`src/hw/rtl/swtm_pkg.sv`:
```
// ----------------------------------------------------------------------------
// swtm_pkg
// Shared types and constants of the sliding-window trimmed mean filter.
// ----------------------------------------------------------------------------
package swtm_pkg;

	localparam int DATA_W           = 16;
	localparam int COUNT_W          = 4;
	localparam int WINDOW_DEPTH_DEF = 8;

	// At this many samples or more the minimum and maximum are dropped.
	localparam int TRIM_MIN_COUNT   = 3;
	// Number of samples removed by trimming.
	localparam int TRIM_DROP        = 2;

	typedef enum logic {
		OP_PUSH  = 1'b0,
		OP_CLEAR = 1'b1
	} opcode_t;

	typedef struct packed {
		opcode_t                   opcode;
		logic signed [DATA_W-1:0]  sample_watts;
	} in_item_t;

	typedef struct packed {
		logic signed [DATA_W-1:0]  mean_watts;
		logic        [COUNT_W-1:0] sample_count;
	} out_item_t;

	// Handshake between the sequencer and the serial divider.
	typedef struct packed {
		logic start;
		logic done;
	} div_ctrl_t;

endpackage

```
`src/hw/rtl/sliding_window_trimmed_mean_top.sv`:
```
// ----------------------------------------------------------------------------
// sliding_window_trimmed_mean_top
// Trimmed mean over a sliding window of signed grid-power samples.
// ----------------------------------------------------------------------------
// The input channel (in_valid, in_ready, in_item) takes one item at a time.
// A push item stores its sample in the window, overwriting the oldest sample
// once WINDOW_DEPTH samples are held, and a clear item empties the window.
// Every item produces exactly one result item on the output channel
// (out_valid, out_ready, out_item): the trimmed mean and the new fill count.
//
// A push goes through these steps in order from acceptance to result: it
// writes the sample, streams the window out of the single read port for
// sum, minimum and maximum, trims, divides in the serial divider over the
// full sum width, and loads the output register. A clear goes straight to
// loading the output register.
// in_ready is high only while no item is at work.
//
// The result sits in an output register. While the receiver stalls, the
// next item is still accepted and computed; it then waits until the output
// register is taken. Reset empties the window and drops any pending result;
// the sample memory itself is not cleared, since only written entries are read.
// ----------------------------------------------------------------------------
module sliding_window_trimmed_mean_top #(
	parameter int WINDOW_DEPTH = swtm_pkg::WINDOW_DEPTH_DEF
) (
	input  logic                clk,
	input  logic                arst_n,
	input  logic                in_valid,
	output logic                in_ready,
	input  swtm_pkg::in_item_t  in_item,
	output logic                out_valid,
	input  logic                out_ready,
	output swtm_pkg::out_item_t out_item
);
	import swtm_pkg::*;

	localparam int PTR_W = $clog2(WINDOW_DEPTH);
	localparam int CNT_W = $clog2(WINDOW_DEPTH + 1);
	localparam int SUM_W = DATA_W + CNT_W;

	typedef enum logic [2:0] {
		S_IDLE,
		S_WRITE,
		S_SCAN,
		S_PREP,
		S_DIV,
		S_DONE
	} state_t;

	state_t                   state_q;
	logic [CNT_W-1:0]         fill_q;
	logic [PTR_W-1:0]         oldest_q;
	logic signed [DATA_W-1:0] sample_q;
	logic [PTR_W-1:0]         rd_ptr_q;
	logic [CNT_W-1:0]         rd_left_q;
	logic                     rd_vld_s1;
	logic                     first_q;
	logic signed [SUM_W-1:0]  sum_q;
	logic signed [DATA_W-1:0] lo_q;
	logic signed [DATA_W-1:0] hi_q;
	logic signed [DATA_W-1:0] mean_q;
	logic                     out_valid_q;
	out_item_t                out_q;

	logic                     full;
	logic [CNT_W:0]           wsum;
	logic [CNT_W:0]           wadj;
	logic [PTR_W-1:0]         waddr;
	logic                     mem_we;
	logic                     mem_re;
	logic signed [DATA_W-1:0] rdata;
	logic signed [SUM_W-1:0]  rdata_ext;
	logic signed [SUM_W-1:0]  dividend;
	logic [CNT_W-1:0]         divisor;
	logic signed [SUM_W-1:0]  quotient;
	div_ctrl_t                div_req;
	div_ctrl_t                div_rsp;
	logic [CNT_W+COUNT_W-1:0] count_ext;
	logic                     out_free;

	function automatic logic [PTR_W-1:0] ptr_inc(input logic [PTR_W-1:0] p);
		if (p == PTR_W'(WINDOW_DEPTH - 1)) begin
			return '0;
		end
		return p + 1'b1;
	endfunction

	// Write position: the oldest slot when full, else the first free slot.
	assign full  = (fill_q == CNT_W'(WINDOW_DEPTH));
	assign wsum  = (CNT_W+1)'(oldest_q) + (CNT_W+1)'(fill_q);
	assign wadj  = (wsum >= (CNT_W+1)'(WINDOW_DEPTH)) ? wsum - (CNT_W+1)'(WINDOW_DEPTH) : wsum;
	assign waddr = full ? oldest_q : wadj[PTR_W-1:0];

	assign mem_we = (state_q == S_WRITE);
	assign mem_re = (state_q == S_SCAN) && (rd_left_q != '0);

	swtm_window_ram #(
		.DEPTH  (WINDOW_DEPTH),
		.ADDR_W (PTR_W)
	) u_ram (
		.clk   (clk),
		.we    (mem_we),
		.waddr (waddr),
		.wdata (sample_q),
		.re    (mem_re),
		.raddr (rd_ptr_q),
		.rdata (rdata)
	);

	assign rdata_ext = {{(SUM_W-DATA_W){rdata[DATA_W-1]}}, rdata};

	// With fewer than three samples the plain mean is taken, else the
	// minimum and maximum are removed from both sum and count.
	always_comb begin
		if (fill_q < CNT_W'(TRIM_MIN_COUNT)) begin
			dividend = sum_q;
			divisor  = fill_q;
		end else begin
			dividend = sum_q - {{(SUM_W-DATA_W){lo_q[DATA_W-1]}}, lo_q}
			                 - {{(SUM_W-DATA_W){hi_q[DATA_W-1]}}, hi_q};
			divisor  = fill_q - CNT_W'(TRIM_DROP);
		end
	end

	assign div_req.start = (state_q == S_PREP);
	assign div_req.done  = 1'b0;

	swtm_divider #(
		.NUM_W (SUM_W),
		.DEN_W (CNT_W)
	) u_div (
		.clk      (clk),
		.arst_n   (arst_n),
		.ctrl_in  (div_req),
		.ctrl_out (div_rsp),
		.dividend (dividend),
		.divisor  (divisor),
		.quotient (quotient)
	);

	assign out_free  = !out_valid_q || out_ready;
	assign count_ext = (CNT_W+COUNT_W)'(fill_q);

	always_ff @(posedge clk or negedge arst_n) begin
		if (!arst_n) begin
			state_q     <= S_IDLE;
			fill_q      <= '0;
			oldest_q    <= '0;
			rd_vld_s1   <= 1'b0;
			out_valid_q <= 1'b0;
		end else begin
			rd_vld_s1 <= mem_re;
			// A result taken while the next one is loaded is handled below.
			if (out_valid_q && out_ready && (state_q != S_DONE)) begin
				out_valid_q <= 1'b0;
			end
			case (state_q)
				S_IDLE: begin
					if (in_valid) begin
						if (in_item.opcode == OP_CLEAR) begin
							fill_q   <= '0;
							oldest_q <= '0;
							mean_q   <= '0;
							state_q  <= S_DONE;
						end else begin
							sample_q <= in_item.sample_watts;
							state_q  <= S_WRITE;
						end
					end
				end
				S_WRITE: begin
					if (full) begin
						oldest_q  <= ptr_inc(oldest_q);
						rd_ptr_q  <= ptr_inc(oldest_q);
						rd_left_q <= fill_q;
					end else begin
						fill_q    <= fill_q + 1'b1;
						rd_ptr_q  <= oldest_q;
						rd_left_q <= fill_q + 1'b1;
					end
					first_q <= 1'b1;
					sum_q   <= '0;
					state_q <= S_SCAN;
				end
				S_SCAN: begin
					if (mem_re) begin
						rd_ptr_q  <= ptr_inc(rd_ptr_q);
						rd_left_q <= rd_left_q - 1'b1;
					end
					if (rd_vld_s1) begin
						sum_q   <= sum_q + rdata_ext;
						first_q <= 1'b0;
						if (first_q || rdata < lo_q) begin
							lo_q <= rdata;
						end
						if (first_q || rdata > hi_q) begin
							hi_q <= rdata;
						end
					end else if (rd_left_q == '0) begin
						state_q <= S_PREP;
					end
				end
				S_PREP: begin
					state_q <= S_DIV;
				end
				S_DIV: begin
					if (div_rsp.done) begin
						mean_q  <= quotient[DATA_W-1:0];
						state_q <= S_DONE;
					end
				end
				S_DONE: begin
					if (out_free) begin
						out_q.mean_watts   <= mean_q;
						out_q.sample_count <= count_ext[COUNT_W-1:0];
						out_valid_q        <= 1'b1;
						state_q            <= S_IDLE;
					end else if (out_valid_q && out_ready) begin
						out_valid_q <= 1'b0;
					end
				end
				default: begin
					state_q <= S_IDLE;
				end
			endcase
		end
	end

	assign in_ready  = (state_q == S_IDLE);
	assign out_valid = out_valid_q;
	assign out_item  = out_q;

	// The fill count never exceeds the window and the pointer stays in range.
	a_fill_range: assert property (@(posedge clk) disable iff (!arst_n)
		fill_q <= CNT_W'(WINDOW_DEPTH))
		else $error("fill count above window depth");

	a_ptr_range: assert property (@(posedge clk) disable iff (!arst_n)
		oldest_q <= PTR_W'(WINDOW_DEPTH - 1))
		else $error("oldest pointer out of range");

	// A clear item leaves an empty window behind it.
	a_clear_empties: assert property (@(posedge clk) disable iff (!arst_n)
		(in_valid && in_ready && in_item.opcode == OP_CLEAR) |=> (fill_q == '0))
		else $error("clear did not empty the window");

	// Read data only returns while the window is being scanned.
	a_read_in_scan: assert property (@(posedge clk) disable iff (!arst_n)
		rd_vld_s1 |-> (state_q == S_SCAN))
		else $error("window read data outside scan");

	// The divider finishes only while the sequencer waits for it.
	a_div_done_wait: assert property (@(posedge clk) disable iff (!arst_n)
		div_rsp.done |-> (state_q == S_DIV))
		else $error("divider finished outside divide state");

endmodule

```
`src/hw/rtl/swtm_window_ram.sv`:
```
// ----------------------------------------------------------------------------
// swtm_window_ram
// Sample window storage: one write port, one read port, registered read data.
// ----------------------------------------------------------------------------
module swtm_window_ram #(
	parameter int DEPTH  = swtm_pkg::WINDOW_DEPTH_DEF,
	parameter int ADDR_W = $clog2(DEPTH)
) (
	input  logic                              clk,
	input  logic                              we,
	input  logic [ADDR_W-1:0]                 waddr,
	input  logic signed [swtm_pkg::DATA_W-1:0] wdata,
	input  logic                              re,
	input  logic [ADDR_W-1:0]                 raddr,
	output logic signed [swtm_pkg::DATA_W-1:0] rdata
);
	import swtm_pkg::*;

	logic signed [DATA_W-1:0] mem_q [DEPTH];

	always_ff @(posedge clk) begin
		if (we) begin
			mem_q[waddr] <= wdata;
		end
	end

	always_ff @(posedge clk) begin
		if (re) begin
			rdata <= mem_q[raddr];
		end
	end

endmodule

```
`src/hw/rtl/swtm_divider.sv`:
```
// ----------------------------------------------------------------------------
// swtm_divider
// Serial signed-by-unsigned divider, one quotient bit per cycle, truncating.
// ----------------------------------------------------------------------------
module swtm_divider #(
	parameter int NUM_W = 20,
	parameter int DEN_W = 4
) (
	input  logic                    clk,
	input  logic                    arst_n,
	input  swtm_pkg::div_ctrl_t     ctrl_in,
	output swtm_pkg::div_ctrl_t     ctrl_out,
	input  logic signed [NUM_W-1:0] dividend,
	input  logic        [DEN_W-1:0] divisor,
	output logic signed [NUM_W-1:0] quotient
);
	import swtm_pkg::*;

	localparam int CNT_W = $clog2(NUM_W + 1);

	logic [NUM_W-1:0] mag_q;
	logic [DEN_W-1:0] rem_q;
	logic [DEN_W-1:0] den_q;
	logic             neg_q;
	logic             busy_q;
	logic             done_q;
	logic [CNT_W-1:0] cnt_q;

	logic [DEN_W:0]   shifted;
	logic [DEN_W:0]   diff;
	logic             ge;

	assign shifted = {rem_q, mag_q[NUM_W-1]};
	assign diff    = shifted - {1'b0, den_q};
	assign ge      = (shifted >= {1'b0, den_q});

	always_ff @(posedge clk or negedge arst_n) begin
		if (!arst_n) begin
			busy_q <= 1'b0;
			done_q <= 1'b0;
			cnt_q  <= '0;
		end else begin
			// The last quotient bit lands at the edge that raises done.
			done_q <= busy_q && !ctrl_in.start && (cnt_q == CNT_W'(1));
			if (ctrl_in.start) begin
				busy_q <= 1'b1;
				cnt_q  <= CNT_W'(NUM_W);
			end else if (busy_q) begin
				cnt_q <= cnt_q - 1'b1;
				if (cnt_q == CNT_W'(1)) begin
					busy_q <= 1'b0;
				end
			end
		end
	end

	always_ff @(posedge clk) begin
		if (ctrl_in.start) begin
			// Work on the magnitude; the sign is put back at the end.
			mag_q <= dividend[NUM_W-1] ? (~dividend + 1'b1) : dividend;
			neg_q <= dividend[NUM_W-1];
			den_q <= divisor;
			rem_q <= '0;
		end else if (busy_q) begin
			rem_q <= ge ? diff[DEN_W-1:0] : shifted[DEN_W-1:0];
			mag_q <= {mag_q[NUM_W-2:0], ge};
		end
	end

	assign quotient       = neg_q ? -$signed(mag_q) : $signed(mag_q);
	assign ctrl_out.start = 1'b0;
	assign ctrl_out.done  = done_q;

endmodule
```
`config.mk`:
```
export PLATFORM = sky130hd
export DESIGN_NAME = sliding_window_trimmed_mean_top
export DESIGN_NICKNAME = d
export VERILOG_FILES = /design/src/hw/rtl/swtm_pkg.sv /design/src/hw/rtl/sliding_window_trimmed_mean_top.sv /design/src/hw/rtl/swtm_window_ram.sv /design/src/hw/rtl/swtm_divider.sv
export SDC_FILE = /design/constraint.sdc
export NUM_CORES = 1
export LEC_CHECK = 0
export CORE_ASPECT_RATIO = 1.75
export CORE_MARGIN = 10
export CORE_UTILIZATION = 60
export DETAILED_ROUTE_END_ITERATION = 10
export DONT_BUFFER_PORTS = 1
export GPL_ROUTABILITY_DRIVEN = 0
export PLACE_DENSITY = 0.76
export SETUP_SLACK_MARGIN = 0.5
export SYNTH_ARGS = -nofsm -noshare
export SYNTH_HDL_FRONTEND = slang
export SYNTH_SLANG_ARGS = --single-unit
```
`constraint.sdc`:
```
create_clock -name clk -period 5.2 [get_ports clk]
set_clock_uncertainty 0.15 [all_clocks]
set_input_delay 0.52 -clock clk [delete_from_list [all_inputs] [get_ports clk]]
set_output_delay 0.52 -clock clk [all_outputs]
set_load 0.05 [all_outputs]
```
Word level (Yosys, flattened, before mapping)
Memories as Yosys holds them, arrays and structs flattened. A register that Yosys moved wholly into a read port is not among the register bits. Cells that the tools add are included.

Add/sub/neg operators: 14. Muxes and demuxes: 57. Reduce and logical (&&, ||, !) cells: 26. Equal/unequal tests: 18. Magnitude comparators: 5. Bitwise operators: 2.

Operators with widths (count): 20-bit 2-to-1 mux (5); 16-bit 2-to-1 mux (4); 3-bit 2-to-1 mux (16); 20-bit one-hot mux with 2 select lines (1); 20-bit subtractor (2); 16-bit one-hot mux with 2 select lines (1); 4-bit 2-to-1 mux (6); 20-bit by 1-bit adder with 20-bit output (second input constant) (1); 20-bit by 16-bit adder with 20-bit output (1); 20-bit NOT (1); 3-bit one-hot mux with 6 select lines (1); 16-bit greater-than comparator (1); 16-bit < comparator (1); 1-bit 2-to-1 mux (16); 16-bit negation (1); 4-bit one-hot mux with 2 select lines (2); 3-bit equality test (second input constant) (4); 3-bit one-hot mux with 2 select lines (2); 3-bit AND reduction (4); 4-bit AND reduction (3); 5-bit 2-to-1 mux (2); 2-bit inequality test (second input constant) (5); 5-bit AND reduction (2); 2-bit nonzero test (4); 25 further kinds (36).

Output and inout port bits: 22. Input port bits: 21. Memory bits (writable): 128. Memories: 1. Bits in registers: 160.

Memory list: u_ram.mem_q (words 8, bits a word 16, read ports 1, clocked after Yosys merged registers in 1, write ports 1, line swtm_window_ram.sv:19) `logic signed [DATA_W-1:0] mem_q [DEPTH];`.

Longest topological paths before layout
Gate-level depths: netlist of the first run.

Depth after elaboration: 7. Depth in mapped cells: 14. Depth with buffers taken out: 13.

By module
Synthesis of the first run repeated with hierarchy kept, for this count alone.

Cell total of the unflattened synthesis: 1205. Area total of the unflattened synthesis: 15885.2 um^2.

Modules (own cells, without submodules): sliding_window_trimmed_mean_top (times used 1, cells an instance 719, area each 7871.3 um^2); swtm_window_ram (times used 1, cells an instance 214, area each 5454.0 um^2); swtm_divider (times used 1, cells an instance 272, area each 2560.0 um^2).

Worst setup path after synthesis of the first run
No wires, ideal clock.

Kind: register to register. Start: register sum_q[2]. End: register u_div.mag_q[10] (data pin). Path buffers: 0. Arrival: 3.205 ns. Library setup time: 0.260 ns. Cell stages (with the launch flop): 12. Setup slack: 1.585 ns. Cells stage by stage: edfxtp_1 fa_1 ha_1 nand2b_1 a21oi_1 or3_1 a22oi_1 nand4b_4 nor4_4 nor2_1 xnor2_1 mux2_2.

Word-level cells in the longest chain between the ends: 7.

RTL lines: from (decl) (line sliding_window_trimmed_mean_top.sv:58) `logic signed [SUM_W-1:0] sum_q;`; from (signal assigned) (line sliding_window_trimmed_mean_top.sv:191) `sum_q <= sum_q + rdata_ext;`; 20-bit subtractor (line sliding_window_trimmed_mean_top.sv:119) `dividend = sum_q - {{(SUM_W-DATA_W){lo_q[DATA_W-1]}}, lo_q}`; 20-bit subtractor (line sliding_window_trimmed_mean_top.sv:120) `- {{(SUM_W-DATA_W){hi_q[DATA_W-1]}}, hi_q};`; 20-bit 2-to-1 mux * (line sliding_window_trimmed_mean_top.sv:115) `if (fill_q < CNT_W'(TRIM_MIN_COUNT)) begin`; 20-bit NOT (line swtm_divider.sv:60) `mag_q <= dividend[NUM_W-1] ? (~dividend + 1'b1) : dividend;`; 20-bit by 1-bit adder with 20-bit output (line swtm_divider.sv:60); 20-bit 2-to-1 mux * (line swtm_divider.sv:60); 20-bit 2-to-1 mux * (line swtm_divider.sv:58) `if (ctrl_in.start) begin`; to (signal assigned) (line swtm_divider.sv:60); to (signal assigned) (line swtm_divider.sv:66) `mag_q <= {mag_q[NUM_W-2:0], ge};`; to (decl) (line swtm_divider.sv:21) `logic [NUM_W-1:0] mag_q;`.

Mark *: on every way between the ends. The rest lies on a longest branch, timed or not. A chain may end at the register's enable or synchronous reset.

Worst setup path in the final report of the first run
Start: register sum_q[10]. End: register u_div.mag_q[19] (data pin).

The elaborated chain is that of the path after synthesis.

==> results of run 1 <==
## flip-flops by register name, indices dropped and copies added, names as in the netlist, 3 cells and up
| register | cells |
|---|---|
| oldest_q | 3 |
| lo_q | 16 |
| u_div.den_q | 4 |
| sample_q | 16 |
| u_ram.mem_q | 128 |
| state_q | 3 |
| u_div.mag_q | 20 |
| u_ram.rdata | 16 |
| hi_q | 16 |
| rd_ptr_q | 3 |
| u_div.rem_q | 4 |
| u_div.cnt_q | 5 |
| fill_q | 4 |
| rd_left_q | 4 |
| out_item | 20 |
| sum_q | 20 |
| mean_q | 16 |
## final timing paths
path / startpoint / to / slack, ns
setup / recovery: sum_q[10] / u_div.mag_q[19] / 0.96
hold / removal: in_item[16] / state_q[2] / 0.19
setup reg to reg: sum_q[10] / u_div.mag_q[19] / 0.96
hold reg to reg: mean_q[7] / out_item[11] / 0.27
max in group asynchronous: arst_n / oldest_q[0] / 3.99
min in group asynchronous: arst_n / u_div.cnt_q[1] / 0.36
## power groups by stage
stage | combinational, mW | sequential (mW) | clock (mW)
detailed placement | 2.39 | 3.55 | 0
floorplan | 1.97 | 3.41 | 0
global route | 2.70 | 3.55 | 2.17
finish | 2.41 | 3.50 | 2.04
CTS | 2.42 | 3.50 | 2.08
global placement | 2.33 | 3.53 | 0
## per-layer routing
| layer | part of all wire (%) | track usage [%] |
|---|---|---|
| met1 | 36 | 19.7 |
| met2 | 55 | 36.4 |
| met3 | 3.2 | 2.38 |
| met4 | 5.5 | 11.0 |
| met5 | 0 | 0 |
## kinds of logic after synthesis
logic type	Yosys count	synth area share, %
adders and majority gates	112	9.85
buffers and inverters	111	2.82
DFF	304	56.6
xor gates and xnor gates	65	3.58
muxes	67	7.01
AOI/OAI and AO/OA	222	9.37
and+or+nand+nor	335	10.8
## critical path: stages (launching register included)
cell	delay, ns
edfxtp_1	0.48
fa_1	0.52
ha_1	0.41
a21oi_1	0.42
nand3_1	0.25
nor4_2	0.49
nor3_1	0.11
or3b_1	0.44
and3_1	0.18
nand4b_1	0.21
nor3_1	0.09
mux2_2	0.26
## what timing repair did
action / 4_1_cts / 5_1_grt
gates resized for setup: 0 / 0
setup endpoints to repair: 0 / 0
hold buffers: 18 / 0
hold endpoints to repair: 36 / 0
## layout make-up
class | instances | area, sq um
well taps | 320 | 400
multi-input cells | 801 | 6500
clock inverters | 18 | 190
repair buffers | 36 | 315
flip-flops and latches | 304 | 8990
fillers | 1829 | 8650
inverters | 75 | 282
clock buffers | 33 | 719
## layout by cell type (no fill, tap or decap), types with 6 or more instances in the layout
cell,n
a22o_1,6
nor3_1,27
a31oi_1,8
fa_1,22
inv_1,73
mux2_2,21
nor3b_1,8
o41ai_1,7
a21o_1,9
clkbuf_16,28
nor2_1,89
o21ai_0,50
xnor2_1,29
nor3_2,10
nand3_1,24
nand2_1,82
o211ai_1,6
a21oi_1,51
or3_1,13
mux4_2,32
nand2b_1,18
mux2i_1,12
xor2_1,36
ha_1,90
and3_1,11
o21ai_1,9
a211oi_1,11
o21a_1,7
nor2b_1,11
dfrtp_1,19
dlygate4sd3_1,18
nand4_1,11
buf_4,18
edfxtp_1,281
## stage by stage
stage / utilization [%] / power [mW] / cells / area [sq um] / setup WS (ns)
finish: 66.8 / 7.95 / 1587 / 17400 / 0.959
global route: 66.8 / 8.42 / 1587 / 17400 / 0.795
CTS: 66.8 / 8.00 / 1587 / 17400 / 1.06
detailed placement: 62.6 / 5.95 / 1518 / 16300 / 1.06
global placement: 62.6 / 5.86 / 1518 / 16300 / 1.14
floorplan: - / 5.38 / 1216 / 15900 / 1.59
==> reports/results.txt, run 1 <==
status = complete, no violations
startpoint types = flop
leak pwr = 6.40 nW
final-stage net count = 1379
most frequent cells after synthesis = edfxtp_1 (281), ha_1 (90), nor2_1 (89)
switch share = 34.0%
Synth top area share = 53.1%
number of remaining DRC errors = 0
first-pass GRT wire length = 52200 um
unrepaired setup endpoints after global routing = no
Fin Hold WS = 0.189 ns
final period utilization = 81.6%
max-slew violation count = 0
Critical Path AT = 4.42 ns
worst-margin pin slew = 1.16 ns
ys async rst share = 6.25%
R2R cell count = 11
register area share after synthesis = 56.6%
Initial Utilization = 61.0%
Cell Area, Synth = 15900 sq um
row count = 78
DRT Wirelength = 32400 um
die width = 143 um
Max Fclk = 0.236 GHz
sequential power share = 44.0%
synthesized instance count = 1216
PortBufs = 0
Clock Sinks = 304
post-synthesis cell type count = 82
worst hold path depth = 3
Routed WL per cell = 20.4 um
share of cells above drive strength 1 = 12.2%
clock share of power = 25.7%
Slew headroom = 22.7%
clock-pin slew on the worst setup and hold paths = 0.07 ns
count leader, synth = edfxtp_1
Antenna diodes = 0
crit end category = flop
Switch Pwr = 2.70 mW
worst skew pair latency = 0.57 ns
final setup vio count = 0
clk root buf = clkbuf_16
Final min period = 4.24 ns
number of flops mapped to enable cells by yosys = 281
num ports = 43
post-route setup TNS = 0 ns
Ys Warns = 0
total track usage = 19.3%
Avg Cell Area, Syn = 13.1 sq um
core area = 26100 sq um
P_int = 5.25 mW
H-tree levels = 1
Critical Path RT = 5.38 ns
drt via density = 6.14
initial antenna violation count = 0
DIE AREA = 33700 sq um
dpl hpwl = 23200 um
Final Hold Vio Count = 0
Pre-antenna DRT Iters = 7
syn_nets = 1349
critical path class = reg2reg
Crit Path Max Fanout = 7
number of CTS-inserted buffers = 28
Max VDD drop = 0.333 mV
ys flop type = edfxtp_1
HP Class = in2reg
Die Y = 235 um
CTS max path bufs = 3
Starting DRT DRC Count = 541
number of global-route vias before repair = 10200
post-route ant nets = 0
synth top area cells = edfxtp_1 (53%), ha_1 (7.1%), mux4_2 (4.5%)
area leader, netlist = edfxtp_1
Area Overhead vs Synth = 9.48%
grt ovf = 0
CTS tree = done
Power Density = 457 nW/um^2
Setup Fix Bufs, Post-CTS = 0
largest net degree at the start of global routing = 39
Yosys reg bits = 304
Vias = 9738
max cap viols = 0
Comb power frac = 30.3%
Power figures use the tool's default switching activity.
==> run 2: changes to the inputs <==
==> constraint.sdc (replaced) <==
create_clock -name clk -period 4.25 [get_ports clk]
set_clock_uncertainty 0.15 [all_clocks]
set_input_delay 0.425 -clock clk [delete_from_list [all_inputs] [get_ports clk]]
set_output_delay 0.425 -clock clk [all_outputs]
set_load 0.05 [all_outputs]
==> run 2 against run 1 <==
  * Wire length grew 0.97%
  * Combinational power rose by 40%
  * Hold slack worse by 0.11 ns
  * Global-route usage decreased by 0.084 points
  * Via count grew 1.4%
  * Critical path depth unchanged
  * Power increased by 24%
  * Core utilization is 2.9 points higher
  * Cell area up 4.3%
  * Clock-buffer cell count down 1
  * Highest routed layer unchanged
==> reports/results.txt, run 2 (synthesized netlist as in run 1, its figures left out) <==
share of cells above drive strength 1 = 20.4% (+8.1 points)
max-slew violation count = 0 (unchanged)
Initial Utilization = 61.0% (unchanged)
PortBufs = 0 (unchanged)
drt via density = 6.04 (-1.6%)
number of remaining DRC errors = 0 (unchanged)
num ports = 43 (unchanged)
first-pass GRT wire length = 52100 um (-0.30%)
post-route ant nets = 0 (unchanged)
Pre-antenna DRT Iters = 5 (-2)
leak pwr = 6.65 nW (+3.9%)
Final min period = 3.76 ns (-0.482 ns)
H-tree levels = 1 (unchanged)
status = complete, no violations
R2R setup slack = 0.49 ns (-0.47 ns)
Final Hold Vio Count = 0 (unchanged)
row count = 78 (unchanged)
Crit Path Max Fanout = 6 (-1)
Vias = 9875 (+1.4%)
worst skew pair latency = 0.55 ns (-0.02 ns)
Routed WL per cell = 20.0 um (-2.1%)
Antenna diodes = 0 (unchanged)
HP Class = in2reg
FF-to-FF Start = sum_q[6]
R2R Path End = u_div.mag_q[5]
Largest Register = u_ram.mem_q
Power Total = 9.89 mW (+24%)
final period utilization = 88.4% (+6.9 points)
startpoint types = flop
post-route setup TNS = 0 ns (unchanged)
clock-pin slew on the worst setup and hold paths = 0.07 ns (about the same)
worst hold path depth = 3 (unchanged)
number of fill cells = 1693 (-7.4%)
number of global-route vias before repair = 10200 (+0.21%)
R2R cell count = 11 (unchanged)
total track usage = 19.3% (-0.084 points)
unrepaired setup endpoints after global routing = yes
CTS max path bufs = 3 (unchanged)
DRT Wirelength = 32700 um (+0.97%)
Max VDD drop = 0.434 mV (+30%)
Max Fclk = 0.266 GHz (+13%)
Critical Path RT = 4.38 ns (-1.00 ns)
Critical path origin = sum_q[6]
worst path setup slack after routing = 0.491 ns (-0.468 ns)
dpl hpwl = 22800 um (-1.7%)
Die Y = 235 um (unchanged)
DIE AREA = 33700 sq um (unchanged)
number of CTS-inserted buffers = 27 (-3.6%)
die width = 143 um (unchanged)
most common cell after layout, fill and taps aside = edfxtp_1
Worst setup endpoint = u_div.mag_q[5]
most frequent cells in the layout = edfxtp_1 (281), nor2_1 (88), nand2_1 (81), ha_1 (74), inv_1 (67)
crit end category = flop
final setup vio count = 0 (unchanged)
critical path class = reg2reg
Area Overhead vs Synth = 14.2%
final-stage net count = 1429 (+3.6%)
Power Density = 545 nW/um^2 (+19%)
Clock Sinks = 304 (unchanged)
worst-margin pin slew = 0.938 ns (-0.217 ns)
Starting DRT DRC Count = 547 (+1.1%)
Critical Path AT = 3.89 ns (-0.53 ns)
dpl ws = 0.238 ns (-0.817 ns)
grt ovf = 0 (unchanged)
Largest register FFs = 128 (unchanged)
clk root buf = clkbuf_16
core area = 26100 sq um (unchanged)
CTS tree = done
Slew headroom = 37.5% (+15 points)
largest net degree at the start of global routing = 36 (-7.7%)
max cap viols = 0 (unchanged)
initial antenna violation count = 0 (unchanged)
[run 2: cell count changes in the layout (fill, tap and decap cells not counted), moves of 4 or more]
cell	before	now
a21oi_1	51	41
a21oi_2	5	11
nand3_4	1	5
o21ai_0	50	45
inv_1	73	67
ha_1	90	74
buf_4	18	66
a21oi_4	0	4
ha_2	0	4
ha_4	0	12
inv_2	1	5
[run 2: metal layers]
| layer | global-route usage [%] | vias to the layer above | part of all wire [%] |
|---|---|---|---|
| li1 | - | 4744 | - |
| met1 | 20.1 | 4800 | 36 |
| met2 | 35.8 | 233 | 55 |
| met3 | 2.48 | 98 | 3.3 |
| met4 | 10.4 | 0 | 5.5 |
| met5 | 0 | - | 0 |
[run 2: worst max-delay path, cell delays in order (launching register included)]
cell,delay (ns)
edfxtp_1,0.44
fa_1,0.55
ha_4,0.33
nand4_2,0.15
a211oi_4,0.27
nor3_2,0.11
o31ai_4,0.33
mux2i_4,0.42
nand3_4,0.19
a31oi_1,0.25
xor2_1,0.19
o21ai_0,0.11
[run 2: layout make-up]
cell class              instances  area [sq um]  share of cell area, %
clock inverters                17           103                  0.565
flip-flops and latches        304          8990                   49.5
well taps                     320           400                   2.21
inverters                      75           288                   1.59
multi-input cells             803          6990                   38.5
clock buffers                  32           694                   3.83
repair buffers                 85           681                   3.75
[run 2: stage by stage]
step           instance area (sq um)  instances  hold WS, ns  utilization [%]
6_report                       18200       1636       0.0769             69.7
4_1_cts                        17700       1612       0.0602             68.0
2_1_floorplan                  15900       1216      -0.0206                -
3_3_place_gp                   16400       1526      -0.0195             62.8
5_1_grt                        18200       1636        0.124             69.7
3_5_place_dp                   16400       1526      -0.0195             62.8
[run 2: worst min path at each step]
stage,startpoint,to,slack [ns]
after floorplan,arst_n,fill_q[0],-0.02
after global placement,arst_n,u_div.cnt_q[1],-0.02
after detailed placement,arst_n,u_div.cnt_q[4],-0.02
after CTS,in_item[16],state_q[2],0.06
after global routing,in_item[16],state_q[2],0.12
final,in_item[16],state_q[2],0.08
[run 2: report_power, final]
part           switching, mW  leakage, nW  internal, mW  total, mW
registers              0.453         2.84          3.82       4.27
logic                   1.91         3.42          1.46       3.37
clock network           1.07        0.393          1.18       2.25
[run 2: timing repair]
| action | 4_1_cts | 5_1_grt |
|---|---|---|
| endpoints found under the setup margin | 22 | 22 |
| endpoints found under the hold margin | 36 | 0 |
| hold buffers | 18 | 0 |
| cloned | 2 | 0 |
| buffers inserted | 17 | 24 |
| pin swaps | 12 | 30 |
| gates resized for setup | 40 | 57 |
==> run 3: changes to the inputs <==
--- a/config.mk
+++ b/config.mk
@@ -5,6 +5,7 @@
 export SDC_FILE = /design/constraint.sdc
 export NUM_CORES = 1
 export LEC_CHECK = 0
+export ABC_AREA = 1
 export CORE_ASPECT_RATIO = 1.75
 export CORE_MARGIN = 10
 export CORE_UTILIZATION = 60
==> run 3 against run 2 <==
  * Setup slack gained 0.28 ns
  * Core utilization fell by 3.4 points
  * Clock-buffer cell count did not move
  * Wire length rose by 7.8%
  * Synthesized area grew 1.4%
  * Sequential share of layout area is 1.5 points higher
  * Cell area decreased by 2.9%
  * Highest routed layer unchanged
  * Largest cell class unchanged
==> reports/results.txt, run 3 <==
status = complete, no violations
post-synthesis cell type count = 47 (-43%)
total track usage = 20.9% (+1.7 points)
FF-to-FF Start = sum_q[13]
Routed met2 length = 19400 um (+8.2%)
most frequent cells in the layout = nand2_1 (294), edfxtp_1 (281), nor2_1 (207), inv_1 (196), o21ai_0 (145)
final period utilization = 81.9% (-6.5 points)
H-tree levels = 1 (unchanged)
Yosys reg bits = 304 (unchanged)
clock share of power = 24.5% (+1.8 points)
clk root buf = clkbuf_16
post-route ant nets = 0 (unchanged)
critical path class = reg2reg
Die Y = 237 um (+0.64%)
Starting DRT DRC Count = 646 (+18%)
synthesized instance count = 1639 (+35%)
clock-pin slew on the worst setup and hold paths = 0.07 ns (about the same)
DIE AREA = 34100 sq um (+1.3%)
worst path setup slack after routing = 0.769 ns (+0.278 ns)
final-stage net count = 1804 (+26%)
area leader, netlist = edfxtp_1
Comb power frac = 32.6% (-1.5 points)
die width = 144 um (+0.60%)
met1 wire length = 12600 um (+5.8%)
Final min period = 3.48 ns (-0.278 ns)
P_int = 6.34 mW (-1.7%)
unrepaired setup endpoints after global routing = no
drt via density = 5.74 (-4.9%)
WHS Endpoint = state_q[2]
largest net degree at the start of global routing = 67 (+86%)
crit end category = flop
dpl ws = 0.735 ns (+0.496 ns)
Largest Register = u_ram.mem_q
syn_nets = 1772 (+31%)
CTS tree = done
Top Layer Used = met4
Initial Utilization = 60.6% (-0.38 points)
Max VDD drop = 0.416 mV (-4.1%)
Slew headroom = 36.9% (-0.60 points)
share of cells above drive strength 1 = 6.27% (-14 points)
Antenna diodes = 0 (unchanged)
worst skew pair latency = 0.56 ns (about the same)
count leader, synth = nand2_1
post-route setup TNS = 0 ns (unchanged)
hold_sp = in_item[16]
R2R cell count = 20 (+9)
number of remaining DRC errors = 0 (unchanged)
core area = 26600 sq um (+2.0%)
Switch Pwr = 3.72 mW (+8.4%)
PortBufs = 0 (unchanged)
max-slew violation count = 0 (unchanged)
max cap viols = 0 (unchanged)
CTS max path bufs = 3 (unchanged)
synth top area cells = edfxtp_1 (52%), ha_1 (7.0%), nand2_1 (6.8%)
sequential power share = 42.9% (-0.3 points)
Critical Path AT = 3.66 ns (-0.23 ns)
Cell Area, Synth = 16100 sq um (+1.4%)
number of flops mapped to enable cells by yosys = 281 (unchanged)
Ys Warns = 0 (unchanged)
initial antenna violation count = 0 (unchanged)
wire length on met3 = 1300 um (+20%)
Routed WL per cell = 17.5 um (-12%)
Final Hold Vio Count = 0 (unchanged)
row count = 79 (+1.3%)
R2R Path End = u_div.mag_q[17]
leak pwr = 7.25 nW (+9.0%)
non-filler cells, final = 2015 (+23%)
startpoint types = flop
dpl hpwl = 25300 um (+11%)
DRT Wirelength = 35200 um (+7.8%)
ys async rst share = 6.25% (unchanged)
most frequent cells after synthesis = nand2_1 (294), edfxtp_1 (281), nor2_1 (207)
Area Overhead vs Synth = 9.34%
Crit Path Max Fanout = 18 (+12)
Synth top area share = 52.3% (-0.74 points)
number of global-route vias before repair = 11800 (+15%)
Max Fclk = 0.287 GHz (+8.0%)
ys flop type = edfxtp_1
number of CTS-inserted buffers = 28 (+3.7%)
R2R setup slack = 0.77 ns (+0.28 ns)
Pre-antenna DRT Iters = 5 (unchanged)
Power Density = 571 nW/um^2 (+4.8%)
most common cell after layout, fill and taps aside = nand2_1
Vias = 11600 (+17%)
num ports = 43 (unchanged)
worst-margin pin slew = 0.944 ns (+0.00589 ns)
Finished Core Util = 66.3% (-3.4 points)
Fin Hold WS = 0.0909 ns (+0.0140 ns)
Post-Place Cells = 1946 (+28%)
Clock Sinks = 304 (unchanged)
first-pass GRT wire length = 57200 um (+9.8%)
Largest register FFs = 128 (unchanged)
grt ovf = 0 (unchanged)
switch share = 37.0% (+2.3 points)
worst hold path depth = 4 (+1)
Avg Cell Area, Syn = 9.84 sq um (-25%)
Critical Path RT = 4.42 ns (+0.04 ns)
register area share after synthesis = 55.8% (-0.79 points)
HP Class = in2reg
final setup vio count = 0 (unchanged)
## run 3: how the worst max path moves through the flow
| stage | startpoint | endpoint | slack (ns) |
|---|---|---|---|
| after floorplan | state_q[1] | sample_q[0] | 1.10 |
| after global placement | sum_q[13] | u_div.mag_q[17] | 0.78 |
| after detailed placement | sum_q[13] | u_div.mag_q[17] | 0.73 |
| after CTS | sum_q[13] | u_div.mag_q[17] | 0.72 |
| after global routing | sum_q[13] | u_div.mag_q[17] | 0.50 |
| final | sum_q[13] | u_div.mag_q[17] | 0.77 |
## run 3: logic make-up after synthesis
group           count (synthesis)  share of synthesized area [%]
flops                         304                           55.8
buf+inv                       243                           5.90
fa+ha+maj                     112                           9.72
xor+xnor                       20                           1.09
simple gates                  662                           17.5
compound gates                298                           9.98
## run 3: final cells by class
| cell class | instances | area, sq um |
|---|---|---|
| flip-flops and latches | 304 | 8990 |
| fillers | 1978 | 8960 |
| multi-input cells | 1092 | 6210 |
| inverters | 203 | 767 |
| clock buffers | 32 | 737 |
| well taps | 324 | 405 |
| repair buffers | 42 | 360 |
| clock inverters | 18 | 155 |
## run 3: worst max-delay path, cell delays in order (launching register included)
cell	delay, ns
edfxtp_1	0.47
fa_1	0.53
ha_1	0.40
nand2_1	0.17
inv_1	0.07
nand2_1	0.11
inv_1	0.05
a21oi_1	0.20
nand2_1	0.10
nand2_1	0.09
nand2_1	0.05
nand2_1	0.06
nand2_1	0.04
nand2_1	0.09
nand2_4	0.14
inv_6	0.16
nand2_1	0.10
nand2_1	0.07
nand2_1	0.05
nand3_1	0.06
nand2_1	0.05
## run 3: repair_timing
action	4_1_cts	5_1_grt
hold endpoints to repair	36	0
setup endpoints to repair	0	1
hold buffers	18	0
gates resized for setup	0	2
buffers inserted	0	1
## run 3: metal layers
metal,vias up,track usage (%)
li1,5667,-
met1,5484,21.0
met2,299,39.4
met3,120,2.59
met4,0,12.5
met5,-,0
## run 3: power by group through the flow
stage,Sequential (mW),Clock (mW),Combinational (mW)
after global placement,4.36,0,3.14
after global routing,4.38,2.62,3.75
after floorplan,4.28,0,2.51
final,4.32,2.46,3.28
after detailed placement,4.38,0,3.24
after CTS,4.32,2.50,3.28
## run 3: stage by stage
stage / power, mW / instance area (sq um)
2_1_floorplan: 6.79 / 16100
3_3_place_gp: 7.50 / 16500
3_5_place_dp: 7.62 / 16500
4_1_cts: 10.1 / 17600
5_1_grt: 10.7 / 17600
6_report: 10.1 / 17600
